==> src/sv/ffud_pkg.sv <==
// shared types, constants and helpers for the form field url decoder
// no dependencies; imported by every module of the block

package ffud_pkg;

  // sizing
  localparam int RAW_BUFFER_BYTES = 128;
  localparam int MAX_KEY_CHARS    = 8;
  localparam int RAW_W            = $clog2(RAW_BUFFER_BYTES);
  localparam int KEY_IDX_W        = $clog2(MAX_KEY_CHARS + 1);
  localparam int QDEPTH           = 4;
  localparam int QPTR_W           = (QDEPTH > 1) ? $clog2(QDEPTH) : 1;
  localparam int QCNT_W           = $clog2(QDEPTH + 1);

  // register indexes
  localparam logic [1:0] CFG_KEY_TEXT   = 2'd0;
  localparam logic [1:0] CFG_KEY_LENGTH = 2'd1;
  localparam logic [1:0] CFG_OUT_CAP    = 2'd2;

  // reset values of the registers
  localparam logic [63:0] KEY_TEXT_RST   = 64'd1684632435;
  localparam logic [3:0]  KEY_LENGTH_RST = 4'd4;
  localparam logic [6:0]  OUT_CAP_RST    = 7'd32;

  // scan phases
  localparam logic [1:0] PH_MATCH = 2'd0;
  localparam logic [1:0] PH_SKIP  = 2'd1;
  localparam logic [1:0] PH_VALUE = 2'd2;
  localparam logic [1:0] PH_DONE  = 2'd3;

  // escape phases
  localparam logic [1:0] ESC_NONE = 2'd0;
  localparam logic [1:0] ESC_PCT  = 2'd1;
  localparam logic [1:0] ESC_HEX1 = 2'd2;

  // characters
  localparam logic [7:0] CH_PLUS  = 8'h2B;
  localparam logic [7:0] CH_PCT   = 8'h25;
  localparam logic [7:0] CH_EQ    = 8'h3D;
  localparam logic [7:0] CH_AMP   = 8'h26;
  localparam logic [7:0] CH_SPACE = 8'h20;

  typedef struct packed {
    logic [63:0] key_text;
    logic [3:0]  key_length;
    logic [6:0]  out_capacity;
  } cfg_t;

  // results of one body byte: up to three decoded bytes and a terminal item
  typedef struct packed {
    logic [2:0][7:0] bytes;
    logic [1:0]      nbytes;
    logic            term;
    logic            found;
  } bundle_t;

  typedef struct packed {
    logic [1:0] phase;
    logic       seen;
    logic       clear;
  } front_stat_t;

  // hex digit test: {is_hex, nibble}
  function automatic logic [4:0] hex_val(logic [7:0] c);
    logic [4:0] r;
    r = 5'd0;
    if (c inside {[8'h30:8'h39]}) begin
      r = {1'b1, c[3:0]};
    end else if (c inside {[8'h61:8'h66]}) begin
      r = {1'b1, 4'(c - 8'h57)};
    end else if (c inside {[8'h41:8'h46]}) begin
      r = {1'b1, 4'(c - 8'h37)};
    end
    return r;
  endfunction

endpackage

==> src/sv/ffud_front.sv <==
// front end: segment scan, key match and url decoding of one body byte a beat
// depends on ffud_pkg; pushes a result bundle for each byte that yields a result or ends the body

module ffud_front (
  input  logic            clk_i,
  input  logic            rst_ni,
  input  ffud_pkg::cfg_t  cfg_i,
  input  logic            in_valid_i,
  output logic            in_ready_o,
  input  logic [7:0]      body_byte_i,
  input  logic            body_last_i,
  input  logic            q_ready_i,
  output logic            q_push_o,
  output ffud_pkg::bundle_t q_data_o,
  output ffud_pkg::front_stat_t stat_o
);
  import ffud_pkg::*;

  typedef struct packed {
    logic [2:0][7:0] b;
    logic [1:0]      n;
  } acc_t;

  function automatic acc_t push(acc_t a, logic [7:0] x);
    acc_t r;
    r = a;
    if (a.n != 2'd3) begin
      r.b[a.n] = x;
      r.n      = a.n + 2'd1;
    end
    return r;
  endfunction

  // pending '%' and held digit come out as literals
  function automatic acc_t flush(acc_t a, logic [1:0] e, logic [7:0] h);
    acc_t r;
    r = a;
    if (e == ESC_PCT) begin
      r = push(r, CH_PCT);
    end else if (e == ESC_HEX1) begin
      r = push(r, CH_PCT);
      r = push(r, h);
    end
    return r;
  endfunction

  localparam logic [RAW_W-1:0] RAW_LIMIT = RAW_W'(RAW_BUFFER_BYTES - 1);

  logic [1:0]           phase_q, phase_d;
  logic [KEY_IDX_W-1:0] kidx_q, kidx_d;
  logic [1:0]           esc_q, esc_d;
  logic [7:0]           held_q, held_d;
  logic [RAW_W-1:0]     raw_q, raw_d;
  logic [6:0]           emitted_q, emitted_d;
  logic                 seen_q, seen_d;

  logic                 in_acc;
  logic [KEY_IDX_W-1:0] klen;
  logic [7:0]           key_char;
  logic [4:0]           hx_b;
  logic [4:0]           hx_h;
  logic [RAW_W-1:0]     raw_inc;
  acc_t                 acc;
  logic                 done;
  logic [6:0]           room;
  logic [1:0]           n_emit;

  assign in_acc     = in_valid_i && q_ready_i;
  assign in_ready_o = q_ready_i;

  // clamp key length
  assign klen = (cfg_i.key_length > 4'(MAX_KEY_CHARS)) ? KEY_IDX_W'(MAX_KEY_CHARS)
                                                       : KEY_IDX_W'(cfg_i.key_length);
  assign key_char = 8'(cfg_i.key_text >> {kidx_q, 3'b000});
  assign hx_b     = hex_val(body_byte_i);
  assign hx_h     = hex_val(held_q);
  assign raw_inc  = raw_q + RAW_W'(1);

  // next state and candidate bytes for this beat
  always_comb begin
    phase_d = phase_q;
    kidx_d  = kidx_q;
    esc_d   = esc_q;
    held_d  = held_q;
    raw_d   = raw_q;
    seen_d  = seen_q;
    acc     = '0;
    done    = 1'b0;
    case (phase_q)
      PH_MATCH: begin
        if (body_byte_i == CH_AMP) begin
          kidx_d = '0;
        end else if (kidx_q < klen) begin
          if (body_byte_i == key_char) kidx_d = kidx_q + KEY_IDX_W'(1);
          else phase_d = PH_SKIP;
        end else if (body_byte_i == CH_EQ) begin
          phase_d = PH_VALUE;
          seen_d  = 1'b1;
          raw_d   = '0;
          esc_d   = ESC_NONE;
        end else begin
          phase_d = PH_SKIP;
        end
      end
      PH_SKIP: begin
        if (body_byte_i == CH_AMP) begin
          phase_d = PH_MATCH;
          kidx_d  = '0;
        end
      end
      PH_VALUE: begin
        if (body_byte_i == CH_AMP) begin
          acc     = flush(acc, esc_q, held_q);
          esc_d   = ESC_NONE;
          phase_d = PH_DONE;
        end else if (raw_q < RAW_LIMIT) begin
          raw_d = raw_inc;
          // escape handling
          if (esc_q == ESC_PCT) begin
            if (hx_b[4]) begin
              held_d = body_byte_i;
              esc_d  = ESC_HEX1;
              done   = 1'b1;
            end else begin
              acc   = flush(acc, esc_q, held_q);
              esc_d = ESC_NONE;
            end
          end else if (esc_q == ESC_HEX1) begin
            if (hx_b[4]) begin
              acc   = push(acc, {hx_h[4] ? hx_h[3:0] : 4'd0, hx_b[3:0]});
              esc_d = ESC_NONE;
              done  = 1'b1;
            end else begin
              acc   = flush(acc, esc_q, held_q);
              esc_d = ESC_NONE;
            end
          end else begin
            esc_d = ESC_NONE;
          end
          // plain byte
          if (!done) begin
            if (body_byte_i == CH_PCT) esc_d = ESC_PCT;
            else if (body_byte_i == CH_PLUS) acc = push(acc, CH_SPACE);
            else acc = push(acc, body_byte_i);
          end
          // raw limit reached
          if (raw_inc == RAW_LIMIT) begin
            acc   = flush(acc, esc_d, held_d);
            esc_d = ESC_NONE;
          end
        end
      end
      default: phase_d = PH_DONE;
    endcase
    // end of body
    if (body_last_i && phase_d == PH_VALUE) begin
      acc   = flush(acc, esc_d, held_d);
      esc_d = ESC_NONE;
    end
  end

  // output capacity gating
  assign room   = (emitted_q < cfg_i.out_capacity) ? (cfg_i.out_capacity - emitted_q) : 7'd0;
  assign n_emit = (room < {5'd0, acc.n}) ? room[1:0] : acc.n;
  assign emitted_d = emitted_q + {5'd0, n_emit};

  // bundle to the queue
  always_comb begin
    q_data_o.bytes  = acc.b;
    q_data_o.nbytes = n_emit;
    q_data_o.term   = body_last_i;
    q_data_o.found  = seen_d;
  end
  assign q_push_o = in_acc && ((n_emit != 2'd0) || body_last_i);

  // state registers
  always_ff @(posedge clk_i or negedge rst_ni) begin
    if (!rst_ni) begin
      phase_q   <= PH_MATCH;
      kidx_q    <= '0;
      esc_q     <= ESC_NONE;
      held_q    <= '0;
      raw_q     <= '0;
      emitted_q <= '0;
      seen_q    <= 1'b0;
    end else if (in_acc) begin
      if (body_last_i) begin
        phase_q   <= PH_MATCH;
        kidx_q    <= '0;
        esc_q     <= ESC_NONE;
        held_q    <= '0;
        raw_q     <= '0;
        emitted_q <= '0;
        seen_q    <= 1'b0;
      end else begin
        phase_q   <= phase_d;
        kidx_q    <= kidx_d;
        esc_q     <= esc_d;
        held_q    <= held_d;
        raw_q     <= raw_d;
        emitted_q <= emitted_d;
        seen_q    <= seen_d;
      end
    end
  end

  // status for checks
  assign stat_o.phase = phase_q;
  assign stat_o.seen  = seen_q;
  assign stat_o.clear = (kidx_q == '0) && (esc_q == ESC_NONE) && (raw_q == '0)
                        && (emitted_q == '0);

endmodule

==> src/sv/ffud_queue.sv <==
// short bundle queue between front and back end
// depends on ffud_pkg for the bundle type and depth

module ffud_queue (
  input  logic              clk_i,
  input  logic              rst_ni,
  input  logic              push_i,
  input  ffud_pkg::bundle_t data_i,
  output logic              ready_o,
  output logic              valid_o,
  output ffud_pkg::bundle_t data_o,
  input  logic              pop_i
);
  import ffud_pkg::*;

  bundle_t           mem_q [QDEPTH];
  logic [QPTR_W-1:0] wr_ptr_q, rd_ptr_q;
  logic [QCNT_W-1:0] count_q;
  logic              do_push, do_pop;

  assign ready_o = (count_q != QCNT_W'(QDEPTH));
  assign valid_o = (count_q != '0);
  assign data_o  = mem_q[rd_ptr_q];
  assign do_push = push_i && ready_o;
  assign do_pop  = pop_i && valid_o;

  function automatic logic [QPTR_W-1:0] ptr_inc(logic [QPTR_W-1:0] p);
    return (p == QPTR_W'(QDEPTH - 1)) ? '0 : p + QPTR_W'(1);
  endfunction

  // storage
  always_ff @(posedge clk_i) begin
    if (do_push) mem_q[wr_ptr_q] <= data_i;
  end

  // pointers and fill count
  always_ff @(posedge clk_i or negedge rst_ni) begin
    if (!rst_ni) begin
      wr_ptr_q <= '0;
      rd_ptr_q <= '0;
      count_q  <= '0;
    end else begin
      if (do_push) wr_ptr_q <= ptr_inc(wr_ptr_q);
      if (do_pop) rd_ptr_q <= ptr_inc(rd_ptr_q);
      if (do_push && !do_pop) count_q <= count_q + QCNT_W'(1);
      else if (do_pop && !do_push) count_q <= count_q - QCNT_W'(1);
    end
  end

endmodule

==> src/sv/ffud_back.sv <==
// back end: walks each bundle and presents its items one beat at a time
// depends on ffud_pkg; the bundle register doubles as the output register

module ffud_back (
  input  logic              clk_i,
  input  logic              rst_ni,
  input  logic              q_valid_i,
  input  ffud_pkg::bundle_t q_data_i,
  output logic              q_pop_o,
  output logic              out_valid_o,
  input  logic              out_ready_i,
  output logic [7:0]        value_byte_o,
  output logic              byte_valid_o,
  output logic              run_last_o,
  output logic              key_found_o
);
  import ffud_pkg::*;

  bundle_t    cur_q;
  logic       cur_valid_q;
  logic [1:0] idx_q;
  logic [2:0] n_items;
  logic       last_item;
  logic       take;
  logic       advance;
  logic       is_byte;

  assign n_items   = {1'b0, cur_q.nbytes} + {2'b00, cur_q.term};
  assign last_item = ({1'b0, idx_q} + 3'd1) == n_items;
  assign take      = cur_valid_q && out_ready_i;
  assign advance   = !cur_valid_q || (take && last_item);
  assign q_pop_o   = advance && q_valid_i;

  // current item
  assign is_byte = idx_q < cur_q.nbytes;
  always_comb begin
    case (idx_q)
      2'd0:    value_byte_o = is_byte ? cur_q.bytes[0] : 8'd0;
      2'd1:    value_byte_o = is_byte ? cur_q.bytes[1] : 8'd0;
      2'd2:    value_byte_o = is_byte ? cur_q.bytes[2] : 8'd0;
      default: value_byte_o = 8'd0;
    endcase
  end
  assign out_valid_o  = cur_valid_q;
  assign byte_valid_o = is_byte;
  assign run_last_o   = !is_byte;
  assign key_found_o  = !is_byte && cur_q.found;

  // bundle payload
  always_ff @(posedge clk_i) begin
    if (advance && q_valid_i) cur_q <= q_data_i;
  end

  // walk control
  always_ff @(posedge clk_i or negedge rst_ni) begin
    if (!rst_ni) begin
      cur_valid_q <= 1'b0;
      idx_q       <= 2'd0;
    end else if (advance) begin
      cur_valid_q <= q_valid_i;
      idx_q       <= 2'd0;
    end else if (take) begin
      idx_q <= idx_q + 2'd1;
    end
  end

endmodule

==> src/sv/form_field_url_decoder_unit.sv <==
// top level of the form field url decoder: registers, front, queue, back
// depends on ffud_pkg, ffud_front, ffud_queue and ffud_back
//
// usage:
//   body bytes enter on in_valid_i / in_ready_o with body_byte_i and
//   body_last_i, one beat per byte. decoded value bytes and the terminal
//   item leave on out_valid_o / out_ready_i; byte_valid_o marks a decoded
//   byte, run_last_o the terminal item with key_found_o.
//   registers are written on cfg_valid_i with cfg_index_i and cfg_data_i;
//   cfg_ready_o is always high and a write applies from the next byte on.
//   the results of a byte pass through the queue storage and then the
//   bundle register of the back end before they are presented.
//   throughput: one body byte per cycle while each byte yields at most one
//   result and out_ready_i stays high; a byte yielding k results holds the
//   output for k items, since the back end presents one item per cycle.
//   a four bundle queue lets the front keep taking bytes meanwhile.
//   reset clears scan state, queue and output and loads register defaults.
//   when the receiver stalls the queue fills and in_ready_o drops once it
//   holds four bundles; bytes that yield no result still need a free slot.

module form_field_url_decoder_unit (
  input  logic        clk_i,
  input  logic        rst_ni,
  input  logic        in_valid_i,
  output logic        in_ready_o,
  input  logic [7:0]  body_byte_i,
  input  logic        body_last_i,
  output logic        out_valid_o,
  input  logic        out_ready_i,
  output logic [7:0]  value_byte_o,
  output logic        byte_valid_o,
  output logic        run_last_o,
  output logic        key_found_o,
  input  logic        cfg_valid_i,
  output logic        cfg_ready_o,
  input  logic [1:0]  cfg_index_i,
  input  logic [63:0] cfg_data_i
);
  import ffud_pkg::*;

  cfg_t        cfg_q;
  logic        q_push, q_ready, q_valid, q_pop;
  bundle_t     q_in, q_out;
  front_stat_t front_stat;

  // configuration registers
  assign cfg_ready_o = 1'b1;
  always_ff @(posedge clk_i or negedge rst_ni) begin
    if (!rst_ni) begin
      cfg_q.key_text     <= KEY_TEXT_RST;
      cfg_q.key_length   <= KEY_LENGTH_RST;
      cfg_q.out_capacity <= OUT_CAP_RST;
    end else if (cfg_valid_i) begin
      case (cfg_index_i)
        CFG_KEY_TEXT:   cfg_q.key_text     <= cfg_data_i;
        CFG_KEY_LENGTH: cfg_q.key_length   <= cfg_data_i[3:0];
        CFG_OUT_CAP:    cfg_q.out_capacity <= cfg_data_i[6:0];
        default: ;
      endcase
    end
  end

  ffud_front u_front (
    .clk_i       (clk_i),
    .rst_ni      (rst_ni),
    .cfg_i       (cfg_q),
    .in_valid_i  (in_valid_i),
    .in_ready_o  (in_ready_o),
    .body_byte_i (body_byte_i),
    .body_last_i (body_last_i),
    .q_ready_i   (q_ready),
    .q_push_o    (q_push),
    .q_data_o    (q_in),
    .stat_o      (front_stat)
  );

  ffud_queue u_queue (
    .clk_i   (clk_i),
    .rst_ni  (rst_ni),
    .push_i  (q_push),
    .data_i  (q_in),
    .ready_o (q_ready),
    .valid_o (q_valid),
    .data_o  (q_out),
    .pop_i   (q_pop)
  );

  ffud_back u_back (
    .clk_i        (clk_i),
    .rst_ni       (rst_ni),
    .q_valid_i    (q_valid),
    .q_data_i     (q_out),
    .q_pop_o      (q_pop),
    .out_valid_o  (out_valid_o),
    .out_ready_i  (out_ready_i),
    .value_byte_o (value_byte_o),
    .byte_valid_o (byte_valid_o),
    .run_last_o   (run_last_o),
    .key_found_o  (key_found_o)
  );

  // scan state returns to reset after the final body byte
  a_clear_after_last: assert property (@(posedge clk_i) disable iff (!rst_ni)
    in_valid_i && in_ready_o && body_last_i |=>
      front_stat.clear && !front_stat.seen && (front_stat.phase == PH_MATCH))
    else $error("front state not cleared after final body byte");

  // being inside a value implies the key was seen
  a_value_implies_seen: assert property (@(posedge clk_i) disable iff (!rst_ni)
    (front_stat.phase == PH_VALUE) |-> front_stat.seen)
    else $error("value phase without a matched key");

  // every presented item is either a byte or the terminal item
  a_item_kind: assert property (@(posedge clk_i) disable iff (!rst_ni)
    out_valid_o |-> (byte_valid_o != run_last_o))
    else $error("output item is neither byte nor terminal");

  // key_found only rides on the terminal item
  a_found_on_term: assert property (@(posedge clk_i) disable iff (!rst_ni)
    out_valid_o && key_found_o |-> run_last_o)
    else $error("key_found set on a byte item");

endmodule
==> config.mk <==
export PLATFORM = sky130hd
export DESIGN_NAME = form_field_url_decoder_unit
export DESIGN_NICKNAME = d
export VERILOG_FILES = /design/src/sv/ffud_pkg.sv /design/src/sv/ffud_front.sv /design/src/sv/ffud_queue.sv /design/src/sv/ffud_back.sv /design/src/sv/form_field_url_decoder_unit.sv
export SDC_FILE = /design/constraint.sdc
export NUM_CORES = 1
export LEC_CHECK = 0
export BUFFER_PORTS_ARGS = -buffer_cell sky130_fd_sc_hd__buf_4
export CORE_ASPECT_RATIO = 0.6
export CORE_MARGIN = 2
export CORE_UTILIZATION = 45
export DETAILED_ROUTE_END_ITERATION = 10
export HOLD_SLACK_MARGIN = 0.03
export SYNTH_ARGS = -nofsm -noshare
export SYNTH_HDL_FRONTEND = slang
export SYNTH_SLANG_ARGS = --single-unit
export TNS_END_PERCENT = 10
==> constraint.sdc <==
create_clock -name clk_i -period 5.35 [get_ports clk_i]
set_input_delay 0.2675 -clock clk_i [delete_from_list [all_inputs] [get_ports clk_i]]
set_output_delay 0.2675 -clock clk_i [all_outputs]
set_load 0.005 [all_outputs]
# Yosys cells after proc, flatten, opt, wreduce, memory -nomap -nowiden
# Memories as Yosys holds them, arrays and structs flattened. A register that Yosys moved wholly into a read port is not among the register bits.
# Cells that the tools add are included.
# Widths: inputs -> output; s select.
# word_totals
regBits	116
latchBits	0
ram_bits	112
romBits	0
inputBits	80
out_inout_bits	14
word_cells	312
n_memories	1
# classes
add_sub_neg	22
mul	0
div	0
magnitude_cmp	32
eq_ne	38
shift	1
n_mux	150
bitwise	9
n_reduce_logical	44
# memory_table
name	words	width	read_ports	rd_ports_with_merged_regs	write_ports	line	rtl
u_queue.mem_q	4	28	1	1	1	ffud_queue.sv:16	bundle_t mem_q [QDEPTH];
# op_table
op	n
$mux 26	40
$mux 8	20
$bwmux 24	5
$demux 8 s2	7
$mux 10	10
$shr 64x7->8	1
$mux 7	8
$mux 2	27
$eq 8x6->1 const B	4
$ge 8x7->1 const B	4
$le 8x7->1 const B	4
$and 15x15->15	2
$mux 5	6
$not 15->15	2
$mux 4	7
$logic_and 1x1->1	24
$pmux 8 s3	1
$and 21x21->21	1
$lt 2x3->1 const B	7
$not 21->21	1
$add 2x1->2 const B	10
$eq 2x2->1 const B	9
$or 9x9->9	2
$ge 8x6->1 const B	2
other kinds (40)	92

# Logic depth before layout (Yosys ltp)
# depth
depth_word	90
depth_mapped	26
mapped_depth_nobuf	25

# Cells and area by module
# Synthesis repeated with hierarchy kept, for this count alone.
# unflattened
hier_cells	988
area_unflattened_um2	13226.4
# modules_own_cells
mod	n_inst	cells_each	area_per_inst_um2	seq_area_each_um2
ffud_queue	1	183	4494.3	3538.4
ffud_front	1	562	4312.9	775.7
form_field_url_decoder_unit	1	162	3140.5	1900.6
ffud_back	1	81	1278.7	915.9

# Least setup slack after synthesis
# OpenSTA, ideal clock, no wires.
# synth_timing
path_kind	input to register
startpoint	in body_byte_i[0]
endpoint	reg u_queue.count_q[2]
setup_time_ps	79
t_arrival_ps	4784
required_time_ps	5271
slack_ps	487
stages	25
n_path_buf	1
path_cell_list	buf_2 > inv_1 > ha_1 > or3b_1 > nand4b_1 > o21ai_4 > nor4_1 > o31ai_4 > o2bb2ai_1 > nor2b_1 > nor2_1 > ha_1 > a211oi_1 > and4_1 > a2bb2oi_1 > o41ai_2 > nand2_1 > a22oi_2 > o31a_4 > ha_1 > inv_1 > fa_1 > xor2_1 > nor2_1 > xor2_1
# synth_lines
element	line	rtl
start: declaration	form_field_url_decoder_unit.sv:26	input logic [7:0] body_byte_i,
end signal: assignment	ffud_queue.sv:45	if (do_push && !do_pop) count_q <= count_q + QCNT_W'(1);
end signal: assignment	ffud_queue.sv:46	else if (do_pop && !do_push) count_q <= count_q - QCNT_W'(1);
end: declaration	ffud_queue.sv:18	logic [QCNT_W-1:0] count_q;

# Final worst setup path
# layout_timing
startpoint	reg u_front.raw_q[0]
endpoint	reg u_queue.count_q[2]
# layout_via
elab_chain_len	25
elab_cells_between_ends	36
classes_between	add/sub: 3; order compare: 2; eq/ne: 5; mux: 18; reduce/logical: 8
# layout_rtl
element	line	rtl
start: declaration	ffud_front.sv:53	logic [RAW_W-1:0] raw_q, raw_d;
start signal: assignment	ffud_front.sv:200	raw_q <= raw_d;
$add 7x1->7	ffud_front.sv:77	assign raw_inc = raw_q + RAW_W'(1);
$eq 7x7->1	ffud_front.sv:147	if (raw_inc == RAW_LIMIT) begin
$mux 26	ffud_front.sv:147	
$mux 26	ffud_front.sv:116	end else if (raw_q < RAW_LIMIT) begin
$mux 26	ffud_front.sv:112	if (body_byte_i == CH_AMP) begin
$mux 26	ffud_front.sv:89	case (phase_q)
$add 2x1->2 or $ne 2x2->1 (tied branches)	ffud_front.sv:29, ffud_front.sv:27	
$mux 26	ffud_front.sv:27	if (a.n != 2'd3) begin
(+10 left out)	-	
$reduce_bool 2->1 (*)	ffud_front.sv:174	assign q_push_o = in_acc && ((n_emit != 2'd0) || body_last_i);
$logic_or 1x1->1 (*)	ffud_front.sv:174	
$logic_and 1x1->1 (*)	ffud_front.sv:174	
$logic_and 1x1->1 (*)	ffud_queue.sv:24	assign do_push = push_i && ready_o;
net u_queue.do_push	ffud_queue.sv:19	logic do_push, do_pop;
$logic_not 1->1	ffud_queue.sv:46	
$logic_and 1x1->1	ffud_queue.sv:46	
$reduce_bool 2->1 (no source line)	-	
# The timed path passes the listed nets; every way through them passes the cells marked *. The select of a mux whose other input is x is not followed.
# A chain may end at the register's enable or synchronous reset.

==> impl_results.md <==
* Status: finished, final reports clean
* DRT iter0 DRCs at 828
* Number of vias per cell at 5.70
* Rel. slew slack at 27.1%
* Multi-input gate area at 0.00530 mm^2
* WHS Path Cells at 3
* Clock-pin transition on the worst setup and hold timing paths at 70 ps
* Min cycle time layout at 4840 ps
* IO Port Bufs at 92
* RSZ-0062 raised after global routing: no
* Die Span X at 221 um
* Total detailed-routing wirelength at 31.1 mm
* GR peak layer: met1
* Synth Flop Type: edfxtp_1
* Area share of the largest cell type after synthesis at 33.0%
* Max incr delay on CP at 480 ps
* Total power at 6.51 mW
* Die height at 134 um
* GPL Wtd Cong at 0.929
* Most common cell on crit path: ha_1
* Antenna viol nets, final at 0
* Post-Synth Adder-Cell Area at 4.49%
* Peak supply drop at 0.000405 V
* Final slew viol count at 0
* Register area at 0.00713 mm^2
* First-pass GRT wire length at 49.5 mm
* Seq/Total Area, Yosys at 55.9%
* Clk_skew at 13.5 ps
* Post-synthesis xor/xnor area fraction at 1.30%
* Nets@finish at 1244
* Synth Instances at 962
* IO Pins at 94
* H-tree lvl count at 1
* Yosys warnings at 0
* Met3 Use GR at 4.23%
* Startpoint types: flip-flop
* CP cell instances: ha_1 > nand2b_1 > a21boi_1 > a211oi_1 > nor4_1 > o31ai_4 > o2bb2ai_1 > nor2b_1 > nor2_1 > ha_1 > a211oi_1 > and4_1 > a2bb2oi_1 > or2_2 > a21oi_1 > o31a_4 > ha_1 > inv_1 > fa_1 > xor2_1 > nor2_1 > xor2_1
* Pleak at 5.84 nW
* Arrival @ worst endpoint at 5290 ps
* Initial Util at 46.0%
* Synth area leader: edfxtp_1
* DPL Wire Length at 21.2 mm
* Worst path depth at 22
* Required time worst endpoint at 5800 ps
* Die area at 0.0297 mm^2
* First-pass DRT Iterations at 5
* WS Path Type: flip-flop to flip-flop
* Share of layout cells above drive strength 1 at 28.1%
* Highest Clock Rate at 207 MHz
* Synth Area in Compound Gates at 10.2%
* Delay-heaviest family, CP: simple AND/OR/NAND/NOR gates
* CTS Root Cell: clkbuf_16
* CTS max path bufs at 3
* Diode count at 0
* Post-synthesis mux area share at 16.2%
* Setup Viol. Count Final at 0
* Simple-Gate Fraction of Synth Area at 9.20%
* Avg Cell Area, Syn at 13.3 um^2
* Total global-route track usage at 21.3%
* Worst R2R Path Depth at 22
* Worst hold path type: primary input to flip-flop
* Max Cap Violations at 0
* CTS tree: yes
* FILL cells at 2287
* Pin count of the biggest net entering global routing at 72
* Non-filler cells, final at 1505
* Final Hold Fails at 0
* Cts bufs inserted at 24
* Vias at 8582
* Pwr dens at 423 mW/mm^2
* Mapped cell area at 0.0128 mm^2
* Clock Sinks at 256
* Largest family of logic cells by synthesized area: multiplexers
* Core ar. at 0.0277 mm^2
* Vias in the first global route at 8528
* Post-CTS Setup Bufs at 0
* Async set-or-reset flop fraction in the synthesized netlist at 45.3%
* Worst Setup End Kind: flip-flop
* Placed Instances at 1395
* Met1 usage at 35.3%
* Post-synth net total at 1086
* Crit share post-route at 90.5%
* Row cnt at 47
* Slowest-stage cell, CP: dfrtp_1
* Count of cell types in the netlist at 81
* Initial antenna violation count at 0
* Final worst slack at 510 ps
* Setup WS pre-CTS at 325 ps
* Synth top area cells: edfxtp_1, dfrtp_1, mux4_2, mux2_2, ha_1
* Post-synth EDFFs at 140
* Met2 Track Usage GR at 29.0%
* TNS Setup at 0 ps
* Worst path buffer plus inverter count at 1
* Crit path max fanout at 10
* Final routed DRC violation total at 0
* Worst-margin pin slew at 1080 ps
* Overflow after GRT at 0
* Area delta synth->final at 20.7%
* Average wire per standard cell at 20.7 um
* Worst-Skew Late Latency at 530 ps
* Count of state elements after synthesis at 256
registers in the layout (all words and copies together) (netlist names):
register            flops
u_queue.wr_ptr_q        2
u_front.kidx_q          4
u_queue.count_q         3
u_front.seen_q          1
u_front.esc_q           2
cfg_q                  75
u_front.held_q          8
u_queue.rd_ptr_q        2
u_back.out_valid_o      1
u_front.emitted_q       7
u_queue.mem_q         112
u_front.raw_q           7
u_front.phase_q         2
u_back.idx_q            2
u_back.cur_q           28
area by class of cell:
| type | instances | share of cell area [%] |
|---|---|---|
| Tap cell | 367 | 2.98 |
| Timing Repair Buffer | 184 | 10.4 |
| Sequential cell | 256 | 46.3 |
| Clock inverter | 6 | 0.179 |
| Clock buffer | 38 | 4.98 |
| Inverter | 31 | 0.756 |
| Multi-Input combinational cell | 623 | 34.4 |
metal layers:
metal / vias to the layer above / share of wire (%) / routed length [um]
li1: 3968 / - / -
met2: 292 / 40 / 12400
met4: 0 / 1.3 / 394
met1: 4286 / 51 / 15900
met3: 36 / 7.7 / 2400
met5: - / 0 / 0
cells in the mapped netlist, types with 13 or more instances:
cell type,count
nor2_1,67
edfxtp_1,140
nand3_1,20
clkbuf_1,32
and2_1,13
xnor2_1,14
mux2i_1,15
ha_1,41
nand2_1,54
inv_1,31
a21oi_1,45
mux2_2,78
o21ai_0,49
mux4_2,44
dfstp_2,19
dfrtp_1,97
through the flow:
stage               util, %  area (um^2)  hold WS [ps]
finish                 55.6        15400           140
detailed placement     50.3        13900           453
global placement       50.3        13900           454
CTS                    55.6        15400           124
global route           55.6        15400           163
floorplan                 -        12800         -28.1
report_power, final:
group / total [mW] / internal (mW) / switching (mW)
clock network: 1.71 / 0.982 / 0.732
registers: 2.81 / 2.57 / 0.233
logic: 1.98 / 0.973 / 1.01
worst reg2reg max path, stage by stage (launching register included):
cell	delay, ps
dfrtp_1	480
ha_1	320
nand2b_1	110
a21boi_1	230
a211oi_1	130
nor4_1	480
o31ai_4	110
o2bb2ai_1	140
nor2b_1	180
nor2_1	80
ha_1	240
a211oi_1	160
and4_1	240
a2bb2oi_1	110
or2_2	300
a21oi_1	180
o31a_4	190
ha_1	190
inv_1	60
fa_1	420
xor2_1	160
nor2_1	110
xor2_1	140
final timing paths:
path	end	slack, ps	start
max in group asynchronous	u_queue.rd_ptr_q[0]	3740	rst_ni
worst max register to register	u_queue.count_q[2]	510	u_front.raw_q[0]
worst min-delay path	u_front.held_q[1]	140	body_byte_i[1]
worst min register to register	u_front.emitted_q[6]	490	u_front.emitted_q[6]
worst max-delay path	u_queue.count_q[2]	510	u_front.raw_q[0]
min in group asynchronous	cfg_q[55]	400	rst_ni
layout by cell type, fill, tap and decap left out, types with 9 or more instances in the layout:
master and n:
xnor2_1 14, a22oi_1 10, buf_4 114, o21ai_0 48, nor2_1 67, mux2_2 78
and2_1 13, nor2b_1 9, dfrtp_1 96, nand2b_1 10, ha_1 41, edfxtp_1 140
inv_1 31, mux4_2 44, mux2i_1 15, dlygate4sd3_1 66, nand2_1 54, nand4_1 9
nand3_1 20, dfstp_2 19, clkbuf_16 26, a21oi_1 45
cells by family (layout without fill, tap and decap cells):
logic type / after synthesis / count (layout)
other: 1 / 1
flip-flops: 256 / 256
AND/OR/NAND/NOR: 228 / 228
buffers and inverters: 83 / 259
multiplexers: 140 / 140
XOR/XNOR: 19 / 19
AO/OA/AOI/OAI: 191 / 191
adder cells (fa/ha/maj): 44 / 44
what timing repair did:
action                     CTS  global route
setup endpoints to repair    0             2
resized for setup            0             2
hold endpoints to repair   135             0
hold buffers                66             0
Note: power is estimated with default switching activity, not from simulation.
